<file path="config.mk">
export PLATFORM = sky130hd
export DESIGN_NAME = delimiter_token_splitter_core
export DESIGN_NICKNAME = d
export VERILOG_FILES = /design/src/rtl/dts_pkg.sv /design/src/rtl/delimiter_token_splitter_core.sv
export SDC_FILE = /design/constraint.sdc
export NUM_CORES = 1
export LEC_CHECK = 0
export BUFFER_PORTS_ARGS = -buffer_cell sky130_fd_sc_hd__clkbuf_2
export CAP_MARGIN = 20
export CORE_MARGIN = 3
export CORE_UTILIZATION = 50
export DETAILED_ROUTE_END_ITERATION = 6
export HOLD_SLACK_MARGIN = 0.06
export PLACE_DENSITY_LB_ADDON = 0.12
export SETUP_SLACK_MARGIN = 0.3
export SLEW_MARGIN = 20
export SYNTH_ARGS = -nofsm -noshare
export SYNTH_HDL_FRONTEND = slang
export SYNTH_SLANG_ARGS = --single-unit
</file>
<file path="constraint.sdc">
create_clock -name clk_i -period 4.35 [get_ports clk_i]
set_input_delay 0.87 -clock clk_i [delete_from_list [all_inputs] [get_ports clk_i]]
set_output_delay 0.87 -clock clk_i [all_outputs]
set_load 0.03 [all_outputs]
</file>
<file path="src/rtl/dts_pkg.sv">
`timescale 1ns / 1ps
`default_nettype none
// ----------------------------------------------------------------------------
// Delimiter token splitter package
// Shared types and constants for the streaming separator-based splitter.
// ----------------------------------------------------------------------------
package dts_pkg;

  // Configuration register indexes
  localparam logic [1:0] REG_SEP_LEN      = 2'd0;
  localparam logic [1:0] REG_SEP_BYTES    = 2'd1;
  localparam logic [1:0] REG_IGNORE_EMPTY = 2'd2;

  // Fixed field widths
  localparam int unsigned SepLenW   = 4;
  localparam int unsigned SepBytesW = 64;
  localparam int unsigned SepBytesN = SepBytesW / 8;

  // Sequencer states
  typedef enum logic [1:0] {
    ST_IDLE,
    ST_SCAN,
    ST_CLOSE,
    ST_FINISH
  } state_e;

  // One result item
  typedef struct packed {
    logic [7:0] token_byte;
    logic       has_byte;
    logic       token_end;
    logic       run_last;
  } result_t;

endpackage
`default_nettype wire

</file>
<file path="src/rtl/delimiter_token_splitter_core.sv">
`timescale 1ns / 1ps
`default_nettype none
// Sequence: an item is taken in the idle state, then the scan state releases
// one byte or drops one matched separator per step and then decides to hold
// the rest, the close state closes the text and the finish state hands over
// the last result. A new item is taken only once the previous one is finished;
// a stalled result output stalls the scan.
// Reset: control state clears and the configuration registers take their reset values; payload registers are not reset.
// ----------------------------------------------------------------------------
// Delimiter token splitter core
// Cuts a byte stream into tokens at a configurable separator string, holding
// back bytes that may start a separator and releasing them when a match fails.
// ----------------------------------------------------------------------------
module delimiter_token_splitter_core #(
  parameter int unsigned MAX_SEP_LEN = 8
) (
  input  wire logic        clk_i,
  input  wire logic        rst_ni,
  // Configuration write channel
  input  wire logic        cfg_valid_i,
  output logic             cfg_ready_o,
  input  wire logic [1:0]  cfg_index_i,
  input  wire logic [63:0] cfg_data_i,
  // Input item channel
  input  wire logic        item_valid_i,
  output logic             item_ready_o,
  input  wire logic [7:0]  in_byte_i,
  input  wire logic        in_valid_i,
  input  wire logic        text_end_i,
  // Result channel
  output logic             res_valid_o,
  input  wire logic        res_ready_i,
  output logic [7:0]       token_byte_o,
  output logic             has_byte_o,
  output logic             token_end_o,
  output logic             run_last_o
);

  localparam int unsigned BufDepth = MAX_SEP_LEN + 1;
  localparam int unsigned CntW     = $clog2(BufDepth + 1);
  localparam int unsigned LenW     = $clog2(MAX_SEP_LEN + 1);

  // Configuration registers
  logic [dts_pkg::SepLenW-1:0]   sep_len_q;
  logic [dts_pkg::SepBytesW-1:0] sep_bytes_q;
  logic                          ign_q;

  // Sequencer and scan state
  dts_pkg::state_e  state_q, state_d;
  logic [7:0]       buf_q [BufDepth];
  logic [7:0]       buf_d [BufDepth];
  logic [CntW-1:0]  cnt_q, cnt_d;
  logic             end_q, end_d;
  logic             tok_ne_q, tok_ne_d;

  // Holding stage and output register
  dts_pkg::result_t pend_q, pend_d;
  logic             pend_vld_q, pend_vld_d;
  dts_pkg::result_t out_q, out_d;
  logic             out_vld_q, out_vld_d;

  // Step decode
  logic [7:0]       sep_arr [MAX_SEP_LEN];
  logic [LenW-1:0]  len_eff;
  logic             mism;
  logic             full_match;
  logic             part_hold;
  logic             mark_emit;
  logic             out_free;
  logic             can_push;
  logic             new_vld;
  dts_pkg::result_t new_res;

  assign cfg_ready_o  = 1'b1;
  assign item_ready_o = (state_q == dts_pkg::ST_IDLE);

  // Separator bytes beyond the register width read as zero.
  for (genvar g = 0; g < MAX_SEP_LEN; g++) begin : g_sep
    if (g < dts_pkg::SepBytesN) begin : g_byte
      assign sep_arr[g] = sep_bytes_q[8*g +: 8];
    end else begin : g_zero
      assign sep_arr[g] = 8'h00;
    end
  end

  // Configuration writes
  always_ff @(posedge clk_i or negedge rst_ni) begin
    if (!rst_ni) begin
      sep_len_q   <= dts_pkg::SepLenW'(1);
      sep_bytes_q <= dts_pkg::SepBytesW'(44);
      ign_q       <= 1'b0;
    end else if (cfg_valid_i) begin
      case (cfg_index_i)
        dts_pkg::REG_SEP_LEN:      sep_len_q   <= cfg_data_i[dts_pkg::SepLenW-1:0];
        dts_pkg::REG_SEP_BYTES:    sep_bytes_q <= cfg_data_i;
        dts_pkg::REG_IGNORE_EMPTY: ign_q       <= cfg_data_i[0];
        default: ;
      endcase
    end
  end

  // Effective separator length and the shared comparator bank against the
  // head of the candidate buffer.
  always_comb begin
    if (sep_len_q == '0) begin
      len_eff = LenW'(1);
    end else if (32'(sep_len_q) > MAX_SEP_LEN) begin
      len_eff = LenW'(MAX_SEP_LEN);
    end else begin
      len_eff = LenW'(sep_len_q);
    end
    mism = 1'b0;
    for (int i = 0; i < MAX_SEP_LEN; i++) begin
      if ((32'(i) < 32'(cnt_q)) && (32'(i) < 32'(len_eff)) &&
          (buf_q[i] != sep_arr[i])) begin
        mism = 1'b1;
      end
    end
    full_match = (32'(cnt_q) >= 32'(len_eff)) && !mism;
    part_hold  = (32'(cnt_q) < 32'(len_eff)) && !mism && !end_q;
    mark_emit  = !ign_q || tok_ne_q;
    out_free   = !out_vld_q || res_ready_i;
    can_push   = !pend_vld_q || out_free;
  end

  // Next state
  always_comb begin
    state_d = state_q;
    case (state_q)
      dts_pkg::ST_IDLE: begin
        if (item_valid_i) begin
          state_d = dts_pkg::ST_SCAN;
        end
      end
      dts_pkg::ST_SCAN: begin
        if (can_push && ((cnt_q == '0) || part_hold)) begin
          state_d = dts_pkg::ST_CLOSE;
        end
      end
      dts_pkg::ST_CLOSE: begin
        if (can_push) begin
          state_d = dts_pkg::ST_FINISH;
        end
      end
      dts_pkg::ST_FINISH: begin
        if (!pend_vld_q || out_free) begin
          state_d = dts_pkg::ST_IDLE;
        end
      end
      default: state_d = dts_pkg::ST_IDLE;
    endcase
  end

  // Datapath: buffer updates and result generation for each scan step.
  always_comb begin
    buf_d    = buf_q;
    cnt_d    = cnt_q;
    end_d    = end_q;
    tok_ne_d = tok_ne_q;
    new_vld  = 1'b0;
    new_res  = '0;
    case (state_q)
      dts_pkg::ST_IDLE: begin
        if (item_valid_i) begin
          end_d = text_end_i;
          if (in_valid_i) begin
            for (int i = 0; i < BufDepth; i++) begin
              if (cnt_q == CntW'(i)) begin
                buf_d[i] = in_byte_i;
              end
            end
            cnt_d = cnt_q + CntW'(1);
          end
        end
      end
      dts_pkg::ST_SCAN: begin
        if (can_push && (cnt_q != '0) && !part_hold) begin
          if (full_match) begin
            // Separator found: close the token and drop the separator.
            new_vld           = mark_emit;
            new_res.token_end = 1'b1;
            tok_ne_d          = 1'b0;
            for (int k = 1; k <= MAX_SEP_LEN; k++) begin
              if (len_eff == LenW'(k)) begin
                for (int i = 0; i < BufDepth - k; i++) begin
                  buf_d[i] = buf_q[i + k];
                end
              end
            end
            cnt_d = cnt_q - CntW'(len_eff);
          end else begin
            // Head byte cannot start a separator: release it.
            new_vld            = 1'b1;
            new_res.token_byte = buf_q[0];
            new_res.has_byte   = 1'b1;
            tok_ne_d           = 1'b1;
            for (int i = 0; i < BufDepth - 1; i++) begin
              buf_d[i] = buf_q[i + 1];
            end
            cnt_d = cnt_q - CntW'(1);
          end
        end
      end
      dts_pkg::ST_CLOSE: begin
        if (can_push && end_q) begin
          new_vld           = mark_emit;
          new_res.token_end = 1'b1;
          tok_ne_d          = 1'b0;
          cnt_d             = '0;
        end
      end
      default: ;
    endcase
  end

  // Holding stage: a result waits here until the next one or the end of the
  // item shows whether it is the last one of the item.
  always_comb begin
    pend_d     = pend_q;
    pend_vld_d = pend_vld_q;
    out_d      = out_q;
    out_vld_d  = out_vld_q && !res_ready_i;
    if (new_vld) begin
      if (pend_vld_q) begin
        out_d          = pend_q;
        out_d.run_last = 1'b0;
        out_vld_d      = 1'b1;
      end
      pend_d     = new_res;
      pend_vld_d = 1'b1;
    end else if ((state_q == dts_pkg::ST_FINISH) && pend_vld_q && out_free) begin
      out_d          = pend_q;
      out_d.run_last = 1'b1;
      out_vld_d      = 1'b1;
      pend_vld_d     = 1'b0;
    end
  end

  // Control registers
  always_ff @(posedge clk_i or negedge rst_ni) begin
    if (!rst_ni) begin
      state_q    <= dts_pkg::ST_IDLE;
      cnt_q      <= '0;
      end_q      <= 1'b0;
      tok_ne_q   <= 1'b0;
      pend_vld_q <= 1'b0;
      out_vld_q  <= 1'b0;
    end else begin
      state_q    <= state_d;
      cnt_q      <= cnt_d;
      end_q      <= end_d;
      tok_ne_q   <= tok_ne_d;
      pend_vld_q <= pend_vld_d;
      out_vld_q  <= out_vld_d;
    end
  end

  // Payload registers
  always_ff @(posedge clk_i) begin
    buf_q  <= buf_d;
    pend_q <= pend_d;
    out_q  <= out_d;
  end

  assign res_valid_o  = out_vld_q;
  assign token_byte_o = out_q.token_byte;
  assign has_byte_o   = out_q.has_byte;
  assign token_end_o  = out_q.token_end;
  assign run_last_o   = out_q.run_last;

endmodule
`default_nettype wire

</file>
==> results of run 1 <==
[registers in the layout (all words and copies together) (netlist names)]
name and cells:
buf_q 72, cnt_q 4, end_q 1, has_byte_o 1
ign_q 1, pend_q 10, pend_vld_q 1, res_valid_o 1
run_last_o 1, sep_bytes_q 64, sep_len_q 4, state_q 2
tok_ne_q 1, token_byte_o 8, token_end_o 1
[layout make-up]
type	instances	share of cell area, %
Multi-Input combinational cell	807	46.2
Sequential cell	172	39.2
Timing Repair Buffer	129	6.40
Clock buffer	17	3.49
Tap cell	275	2.83
Clock inverter	15	1.48
Inverter	13	0.401
[how the worst max path moves through the flow]
| stage | to | slack (ns) |
|---|---|---|
| final | buf_q[28] | 0.49 |
| after global placement | buf_q[24] | 0.47 |
| after global routing | buf_q[24] | 0.31 |
| after floorplan | buf_q[10] | 0.30 |
| after detailed placement | buf_q[16] | 0.44 |
| after CTS | buf_q[28] | 0.44 |
[cell usage in the layout, fill, tap and decap left out, drive strengths merged, types with 19 or more instances in the layout]
master and count:
a211oi 45, a21oi 79, buf 37, clkbuf 109
dfrtp 75, edfxtp 93, inv 19, mux2 85
mux2i 58, nand2 106, nor2 100, o21ai 78
xnor2 33, xor2 35
[power groups by stage]
| stage | clock [mW] | sequential, mW | combinational, mW |
|---|---|---|---|
| after CTS | 1.62 | 3.21 | 3.47 |
| after global routing | 1.69 | 3.29 | 3.86 |
| after global placement | 0 | 3.23 | 3.41 |
| after detailed placement | 0 | 3.24 | 3.44 |
| after floorplan | 0 | 2.92 | 2.58 |
| final | 1.59 | 3.23 | 3.51 |
[kinds of logic (layout without fill, tap and decap cells)]
group,Yosys count,count (layout),share of synthesized area (%)
muxes,143,143,14.2
and+or+nand+nor,290,290,12.2
buffers and inverters,115,174,4.63
other,1,1,0.0346
xor gates and xnor gates,68,68,5.50
DFF,172,172,44.1
adders and majority gates,15,15,1.80
AOI/OAI and AO/OA,290,290,17.5
[stage by stage]
step | hold WS [ns] | utilization, % | power, mW | setup WS [ns]
2_1_floorplan | 0.400 | - | 5.50 | 0.300
3_3_place_gp | 0.401 | 54.6 | 6.64 | 0.467
3_5_place_dp | 0.405 | 54.6 | 6.68 | 0.438
4_1_cts | 0.421 | 57.5 | 8.30 | 0.444
5_1_grt | 0.436 | 57.6 | 8.83 | 0.308
6_report | 0.419 | 57.6 | 8.33 | 0.485
[metal layers]
layer / global-route usage (%) / wire [um] / vias to the layer above / part of all wire (%)
li1: - / - / 4080 / -
met1: 37.5 / 13200 / 4400 / 40
met2: 43.7 / 15300 / 456 / 46
met3: 6.63 / 3160 / 87 / 9.6
met4: 13.1 / 1440 / 0 / 4.3
met5: 0 / 0 / - / 0
[worst register-to-register path, delay by kind of cell (launching register included)]
family | cells | cell delay (ns)
flip-flops | 1 | 0.56
buffers and inverters | 1 | 0.06
AO/OA/AOI/OAI | 5 | 1.35
AND/OR/NAND/NOR | 2 | 0.95
adder cells (fa/ha/maj) | 2 | 0.60
==> results.md, run 1 <==
* Syn nets at 1190
* Ant. Diodes at 0
* Via count at 9023
* CP Depth at 10
* Avg WL per Cell at 23.2 um
* I/O pin count at 95
* Min Tclk post-route at 3.86 ns
* Clock share of power at 19.1%
* RSZ-0062 raised after global routing: false
* Final period utilization at 88.8%
* Largest net degree at the start of global routing at 80
* P_int at 4.77 mW
* Placed cell count at 1396
* Final routed DRC violation total at 0
* Post-Syn Instances at 1094
* Register bit total from synthesis at 172
* Area growth, synth to finish at 12.4%
* Leak pwr at 4.79 nW
* Fillers at 1897
* Status: complete, no violations
* Unique masters post-synth at 60
* CP max FO at 32
* Sink Count at 172
* Worst Max-Slew Pin Slew at 1.01 ns
* Sw Share at 42.8%
* Count of final hold-check violations at 0
* Psw at 3.56 mW
* Post-synth EDFFs at 93
* CTS tree: yes
* Antenna violations before repair at 0
* Hpwl dp at 22.9 mm
* Non-filler instance count after layout at 1428
* Vias in the first global route at 8757
* Die W at 153 um
* Critical Path RT at 4.43 ns
* Post-synth top area cell: edfxtp_1
* Max_cap viols at 0
* Setup crit start: sep_len_q[3]
* Share of cells above drive strength 1 at 24.7%
* VDD IR max at 0.305 mV
* Crit path cell chain: nor2_1 -> ha_1 -> inv_1 -> fa_1 -> a21o_1 -> a21o_1 -> a21oi_1 -> or3_2 -> o21ai_0 -> a21oi_2
* # setup viols final at 0
* Worst r2r path cells at 10
* Post-synth top cells: nand2_1 (106), nor2_1 (99), edfxtp_1 (93)
* Hold Crit Class: reg2reg
* Final instance area at 12200 um2
* Footprint of the multi-input gates at 5620 um2
* DP Area at 11600 um2
* P per Cell Area at 684 nW/um2
* Flop pwr share at 38.8%
* Clock Latency Late Sink at 0.44 ns
* Reg2reg setup slack at 0.49 ns
* Storage cell area at 4770 um2
* Mean Syn Cell Area at 9.90 um2
* Die Area at 23500 um2
* Buffers added on ports at 93
* Crit path buffers/inverters at 1
* First DRT Iteration DRCs at 902
* Syn. warnings at 0
* DR pass1 iterations at 6
* Clock edge transition at the registers on the reported setup and hold paths at 0.07 ns
* Vias per cell at 6.32
* Remaining Overflow, GRT at 0
* Cell family with most CP delay: compound AO/OA/AOI/OAI gates
* Clk_skew at 0.0118 ns
* CP arrival at 3.95 ns
* First-pass GRT wire length at 51.3 mm
* Final Max Tran Viols at 0
* Crit-path slowest cell: or3_2
* Worst R2R End: buf_q[28]
* Clock Tree Buf Depth at 2
* Row Count at 53
* Gr usage total at 28.2%
* Hold-fix buffers, CTS at 0
* Post-synthesis cell area at 10800 um2
* CORE AREA at 21200 um2
* Crit-path max cell delay at 0.71 ns
* Reg-to-Reg Start: sep_len_q[3]
* Gp weighted congestion at 0.938
* Peak Freq at 0.259 GHz
* CP Capture Type: flip-flop
* Post-CTS Repair Setup Buffers at 0
* Root Driver: clkbuf_16
* # H-tree levels at 4
* CTS resizes at 0
* Logic pwr share at 42.1%
* Hold Path Cell Cnt at 0
* CP startpoint kind: flip-flop
* Initial core utilization at 51.2%
* Final WL at 33.1 mm
* Nets at 1236
* Hold endpoint: token_byte_o[1]
* Hold_sp: pend_q[4]
* Count leader, synth: nand2_1
* Fraction of registers with async set/reset at 45.9%
* Relative slew slack at 32.2%
* Total CTS buffers at 17
* CP most frequent cell: a21o_1
* Die height at 153 um
* Predominant post-synthesis flop cell: edfxtp_1
* Crit Path Class: reg2reg
* Top-area cell type share of the netlist area at 25.8%
* Post-synthesis sequential area ratio at 44.1%
* Top cells by area, synth: edfxtp_1 (26%), dfrtp_1 (17%), mux2_2 (8.8%)
* TNS Setup at 0 ns
* DRT antenna net count at 0
(Power assumes the default switching activity.)
==> run 2, diff against run 1 <==
PLACE_DENSITY = 0.77   (was not set)
PLACE_DENSITY_LB_ADDON = not set   (was 0.12)
==> results.md, run 2 (same netlist as run 1, synthesis figures left out) <==
* DR pass1 iterations at 6 (unchanged)
* Clk_skew at 0.0131 ns (+0.00126 ns)
* Sink Count at 172 (unchanged)
* Avg WL per Cell at 22.9 um (-0.98%)
* Logic pwr share at 43.4% (+1.3 points)
* Die Area at 23500 um2 (unchanged)
* # H-tree levels at 4 (unchanged)
* Max reg flops at 72 (unchanged)
* Final WL at 32.8 mm (-0.84%)
* Remaining Overflow, GRT at 0 (unchanged)
* Placed cell count at 1397 (+0.072%)
* Non-filler instance count after layout at 1430 (+0.14%)
* DP Area at 11500 um2 (-0.14%)
* WHS at 0.415 ns (-0.00420 ns)
* First-pass GRT wire length at 50.4 mm (-1.8%)
* Share of cells above drive strength 1 at 24.6% (-0.13 points)
* Clock Latency Late Sink at 0.45 ns (about the same)
* Largest net degree at the start of global routing at 80 (unchanged)
* Flop pwr share at 38.4% (-0.4 points)
* Hpwl dp at 22.6 mm (-1.5%)
* Commonest non-fill, non-tap cell in the layout: nand2_1
* Hold Crit Class: in2async
* Max_cap viols at 0 (unchanged)
* Vias in the first global route at 8780 (+0.26%)
* Leak pwr at 4.79 nW (about the same)
* Row Count at 53 (unchanged)
* P_int at 4.73 mW (-0.68%)
* Total CTS buffers at 17 (unchanged)
* CP Capture Type: flip-flop
* CORE AREA at 21200 um2 (unchanged)
* I/O pin count at 95 (unchanged)
* Area growth, synth to finish at 12.2%
* Clock Tree Buf Depth at 2 (unchanged)
* Hold-fix buffers, CTS at 0 (unchanged)
* CP max FO at 31 (-3.1%)
* Initial core utilization at 51.2% (unchanged)
* Worst Max-Slew Pin Slew at 1.05 ns (+0.0408 ns)
* Nets at 1238 (+0.16%)
* Relative slew slack at 29.1% (-3.0 points)
* VDD IR max at 0.289 mV (-5.3%)
* Vias per cell at 6.42 (+1.7%)
* Fillers at 1817 (-4.2%)
* Largest registers: buf_q (72), sep_bytes_q (64), pend_q (10)
* CP arrival at 3.94 ns (about the same)
* Most frequent cells in the layout: nand2_1 (105), nor2_1 (99), edfxtp_1 (93)
* Gr usage total at 27.4% (-0.79 points)
* Setup crit start: sep_len_q[3]
* Reg2reg setup slack at 0.49 ns (about the same)
* First DRT Iteration DRCs at 1185 (+31%)
* Antenna violations before repair at 0 (unchanged)
* Post-CTS Repair Setup Buffers at 0 (unchanged)
* Ant. Diodes at 0 (unchanged)
* Status: complete, no violations
* Place WS at 0.432 ns (-0.00589 ns)
* CTS tree: yes
* Psw at 3.55 mW (-0.31%)
* Fin util at 57.4% (-0.13 points)
* TNS Setup at 0 ns (unchanged)
* Post-layout power at 8.29 mW (-0.52%)
* # setup viols final at 0 (unchanged)
* Peak Freq at 0.259 GHz (+0.19%)
* Die W at 153 um (unchanged)
* Via count at 9185 (+1.8%)
* Gp weighted congestion at 1.00 (+6.7%)
* Worst R2R End: buf_q[28]
* Root Driver: clkbuf_16
* Clock edge transition at the registers on the reported setup and hold paths at 0.07 ns (about the same)
* DRT antenna net count at 0 (unchanged)
* Die height at 153 um (unchanged)
* CP startpoint kind: flip-flop
* CTS resizes at 0 (unchanged)
* RSZ-0062 raised after global routing: false
* Final period utilization at 88.7% (-0.17 points)
* P per Cell Area at 682 nW/um2 (-0.30%)
* Sw Share at 42.9% (+0.093 points)
* Worst r2r path cells at 8 (-2)
* Final Max Tran Viols at 0 (unchanged)
* Setup WS post-layout at 0.492 ns (+0.00731 ns)
* Reg-to-Reg Start: sep_len_q[3]
* Final routed DRC violation total at 0 (unchanged)
* Min Tclk post-route at 3.86 ns (-0.00731 ns)
* Largest reg by FF count: buf_q
* Crit Path Class: reg2reg
* Clock share of power at 18.2% (-0.9 points)
* Count of final hold-check violations at 0 (unchanged)
* Final instance area at 12100 um2 (-0.23%)
* Critical Path RT at 4.44 ns (about the same)
* Buffers added on ports at 93 (unchanged)
[run 2: worst max-delay path by stage]
stage | to | slack, ns
floorplan | buf_q[10] | 0.30
global placement | buf_q[31] | 0.42
detailed placement | buf_q[13] | 0.43
CTS | buf_q[30] | 0.36
global route | token_end_o | 0.36
finish | buf_q[28] | 0.49
[run 2: power by group through the flow]
stage | clock network [mW] | logic, mW | registers (mW)
finish | 1.51 | 3.60 | 3.18
global route | 1.58 | 3.90 | 3.23
CTS | 1.52 | 3.52 | 3.15
detailed placement | 0 | 3.49 | 3.18
global placement | 0 | 3.41 | 3.17
floorplan | 0 | 2.58 | 2.92
[run 2: per-layer routing]
metal	track usage, %	vias up	part of all wire [%]
li1	-	4080	-
met2	42.5	627	45
met3	5.61	117	10
met4	12.0	0	4.5
met5	0	-	0
met1	37.4	4361	40
[run 2: worst max-delay path, stage by stage, from the launching register on]
cell and delay [ns]:
dfrtp_1 0.55, nor2b_1 0.59, clkinv_1 0.25, ha_1 0.39, a21o_1 0.20, a21oi_1 0.35
or3_4 0.49, o21ai_0 0.17, a21oi_2 0.51
[run 2: layout make-up]
cell class              count  area, um2  area share [%]
clock buffers              23        499            4.11
well taps                 275        344            2.83
flip-flops and latches    172       4770            39.3
multi-input cells         807       5620            46.3
clock inverters             9       76.3           0.628
inverters                  13       48.8           0.402
repair buffers            131        782            6.44
==> run 3, diff against run 2 <==
CORE_ASPECT_RATIO = 1.2   (was not set)
PLACE_DENSITY = 0.75   (was 0.77)
clock period = 4.1 ns   (was 4.35 ns; I/O delays follow)
==> results.md, run 3 (same netlist as run 1, synthesis figures left out) <==
* Final WL at 33.3 mm (+1.4%)
* First DRT Iteration DRCs at 1219 (+2.9%)
* Crit Path Class: reg2reg
* Initial core utilization at 51.3% (+0.088 points)
* Die W at 140 um (-8.4%)
* Root Driver: clkbuf_16
* Largest reg by FF count: buf_q
* Via count at 9122 (-0.69%)
* Die height at 167 um (+9.2%)
* Commonest non-fill, non-tap cell in the layout: nand2_1
* Clock Tree Buf Depth at 2 (unchanged)
* Most frequent cells in the layout: nand2_1 (105), nor2_1 (99), edfxtp_1 (93)
* Clock edge transition at the registers on the reported setup and hold paths at 0.08 ns (about the same)
* I/O pin count at 95 (unchanged)
* RSZ-0062 raised after global routing: true
* Final routed DRC violation total at 0 (unchanged)
* Crit-path max cell delay at 0.76 ns (+0.17 ns)
* Non-filler instance count after layout at 1433 (+0.21%)
* Antenna violations before repair at 0 (unchanged)
* Peak Freq at 0.270 GHz (+4.0%)
* Footprint of the multi-input gates at 5640 um2 (+0.40%)
* DRT antenna net count at 0 (unchanged)
* Row Count at 58 (+9.4%)
* Crit path cell chain: nor2_1 -> nor2_1 -> ha_1 -> inv_1 -> fa_1 -> a21o_1 -> a21o_1 -> a21oi_1 -> nor3_2 -> nand2_1 -> nor2_1 -> a211oi_2
* Min Tclk post-route at 3.71 ns (-0.147 ns)
* Count of final hold-check violations at 0 (unchanged)
* Buffers added on ports at 93 (unchanged)
* Gr usage total at 28.5% (+1.1 points)
* Vias in the first global route at 8971 (+2.2%)
* CP Capture Type: flip-flop
* # H-tree levels at 4 (unchanged)
* Nets at 1246 (+0.65%)
* CP arrival at 3.78 ns (-0.16 ns)
* VDD IR max at 0.415 mV (+43%)
* Die Area at 23500 um2 (about the same)
* Largest registers: buf_q (72), sep_bytes_q (64), pend_q (10)
* Clk_skew at 0.0117 ns (-0.00141 ns)
* Sink Count at 172 (unchanged)
* Placed cell count at 1401 (+0.29%)
* Status: complete, no violations
* Fillers at 1762 (-3.0%)
* Post-layout power at 8.98 mW (+8.4%)
* Critical Path RT at 4.17 ns (-0.27 ns)
* Relative slew slack at 40.2% (+11 points)
* CP most frequent cell: nor2_1
* Crit-path slowest cell: a211oi_2
* Hold Crit Class: in2async
* CP startpoint kind: flip-flop
* First-pass GRT wire length at 51.8 mm (+2.8%)
* Ant. Diodes at 0 (unchanged)
* Clock Latency Late Sink at 0.45 ns (about the same)
* Final period utilization at 90.5% (+1.8 points)
* CORE AREA at 21100 um2 (-0.17%)
* Remaining Overflow, GRT at 0 (unchanged)
* Max reg flops at 72 (unchanged)
* Share of cells above drive strength 1 at 25.3% (+0.69 points)
* DR pass1 iterations at 6 (unchanged)
* CTS tree: yes
* Total CTS buffers at 17 (unchanged)
* Leak pwr at 4.86 nW (+1.5%)
* Post-CTS Repair Setup Buffers at 0 (unchanged)
* Gp weighted congestion at 1.01 (+0.90%)
* Vias per cell at 6.37 (-0.89%)
* Area growth, synth to finish at 13.3%
* Max_cap viols at 0 (unchanged)
* Final Max Tran Viols at 0 (unchanged)
* # setup viols final at 0 (unchanged)
* Largest net degree at the start of global routing at 80 (unchanged)
* CP max FO at 14 (-55%)
* TNS Setup at 0 ns (unchanged)
* Avg WL per Cell at 23.2 um (+1.2%)
* Hpwl dp at 22.7 mm (+0.25%)
* Storage cell area at 4770 um2 (unchanged)
* Worst Max-Slew Pin Slew at 0.896 ns (-0.159 ns)
* P per Cell Area at 732 nW/um2 (+7.3%)
==> run 3: worst paths after layout <==
| path | from | endpoint | slack [ns] | cells past startpoint |
|---|---|---|---|---|
| max | sep_len_q[0] | buf_q[53] | 0.39 | 12 |
| min | rst_ni | sep_bytes_q[7] | 0.40 | 1 |
| max reg2reg | sep_len_q[0] | buf_q[53] | 0.39 | 12 |
| min reg2reg | pend_q[2] | has_byte_o | 0.42 | 0 |
| max in group asynchronous | rst_ni | sep_bytes_q[63] | 3.17 | 1 |
| min in group clk_i | pend_q[2] | has_byte_o | 0.42 | 0 |
==> run 3: metal layers <==
layer  vias to the layer above  track usage, %  routed length (um)  share of wire, %
li1                       4102               -                   -                 -
met1                      4321            36.8               12700                38
met2                       556            43.9               15300                46
met3                       143            6.06                3000               9.0
met4                         0            17.1                2220               6.7
met5                         -               0                   0                 0
==> run 3: stage by stage <==
| step | util (%) | setup slack, ns | cell area (um2) | hold WS [ns] |
|---|---|---|---|---|
| 5_1_grt | 58.1 | 0.248 | 12300 | 0.429 |
| 3_3_place_gp | 54.9 | 0.573 | 11600 | 0.403 |
| 2_1_floorplan | - | 0.283 | 10900 | 0.400 |
| 3_5_place_dp | 54.9 | 0.508 | 11600 | 0.405 |
| 6_report | 58.1 | 0.389 | 12300 | 0.400 |
| 4_1_cts | 57.9 | 0.456 | 12200 | 0.424 |
==> run 3: critical path, delay by kind of cell, from the launching register on <==
kind / cells / cell delay, ns
flip-flops: 1 / 0.69
AO/OA/AOI/OAI: 4 / 1.41
AND/OR/NAND/NOR: 5 / 0.58
buffers and inverters: 1 / 0.06
adder cells (fa/ha/maj): 2 / 0.60
==> run 3: where the power goes <==
group          switching (mW)  internal (mW)  total (mW)
clock network           0.870          0.846        1.72
registers               0.658           2.64        3.30
logic                    2.43           1.54        3.97
==> run 3: layout make-up <==
cell class                      count  share of cell area (%)
Timing Repair Buffer              139                    6.76
Tap cell                          270                    2.75
Clock buffer                       17                    3.47
Inverter                           13                   0.398
Sequential cell                   172                    38.9
Multi-Input combinational cell    807                    46.0
Clock inverter                     15                    1.66
==> run 3: what timing repair did <==
item                                    in CTS  in global routing
hold buffers                                 0                  0
endpoints found under the setup margin       0                 58
resized for setup                            0                  4
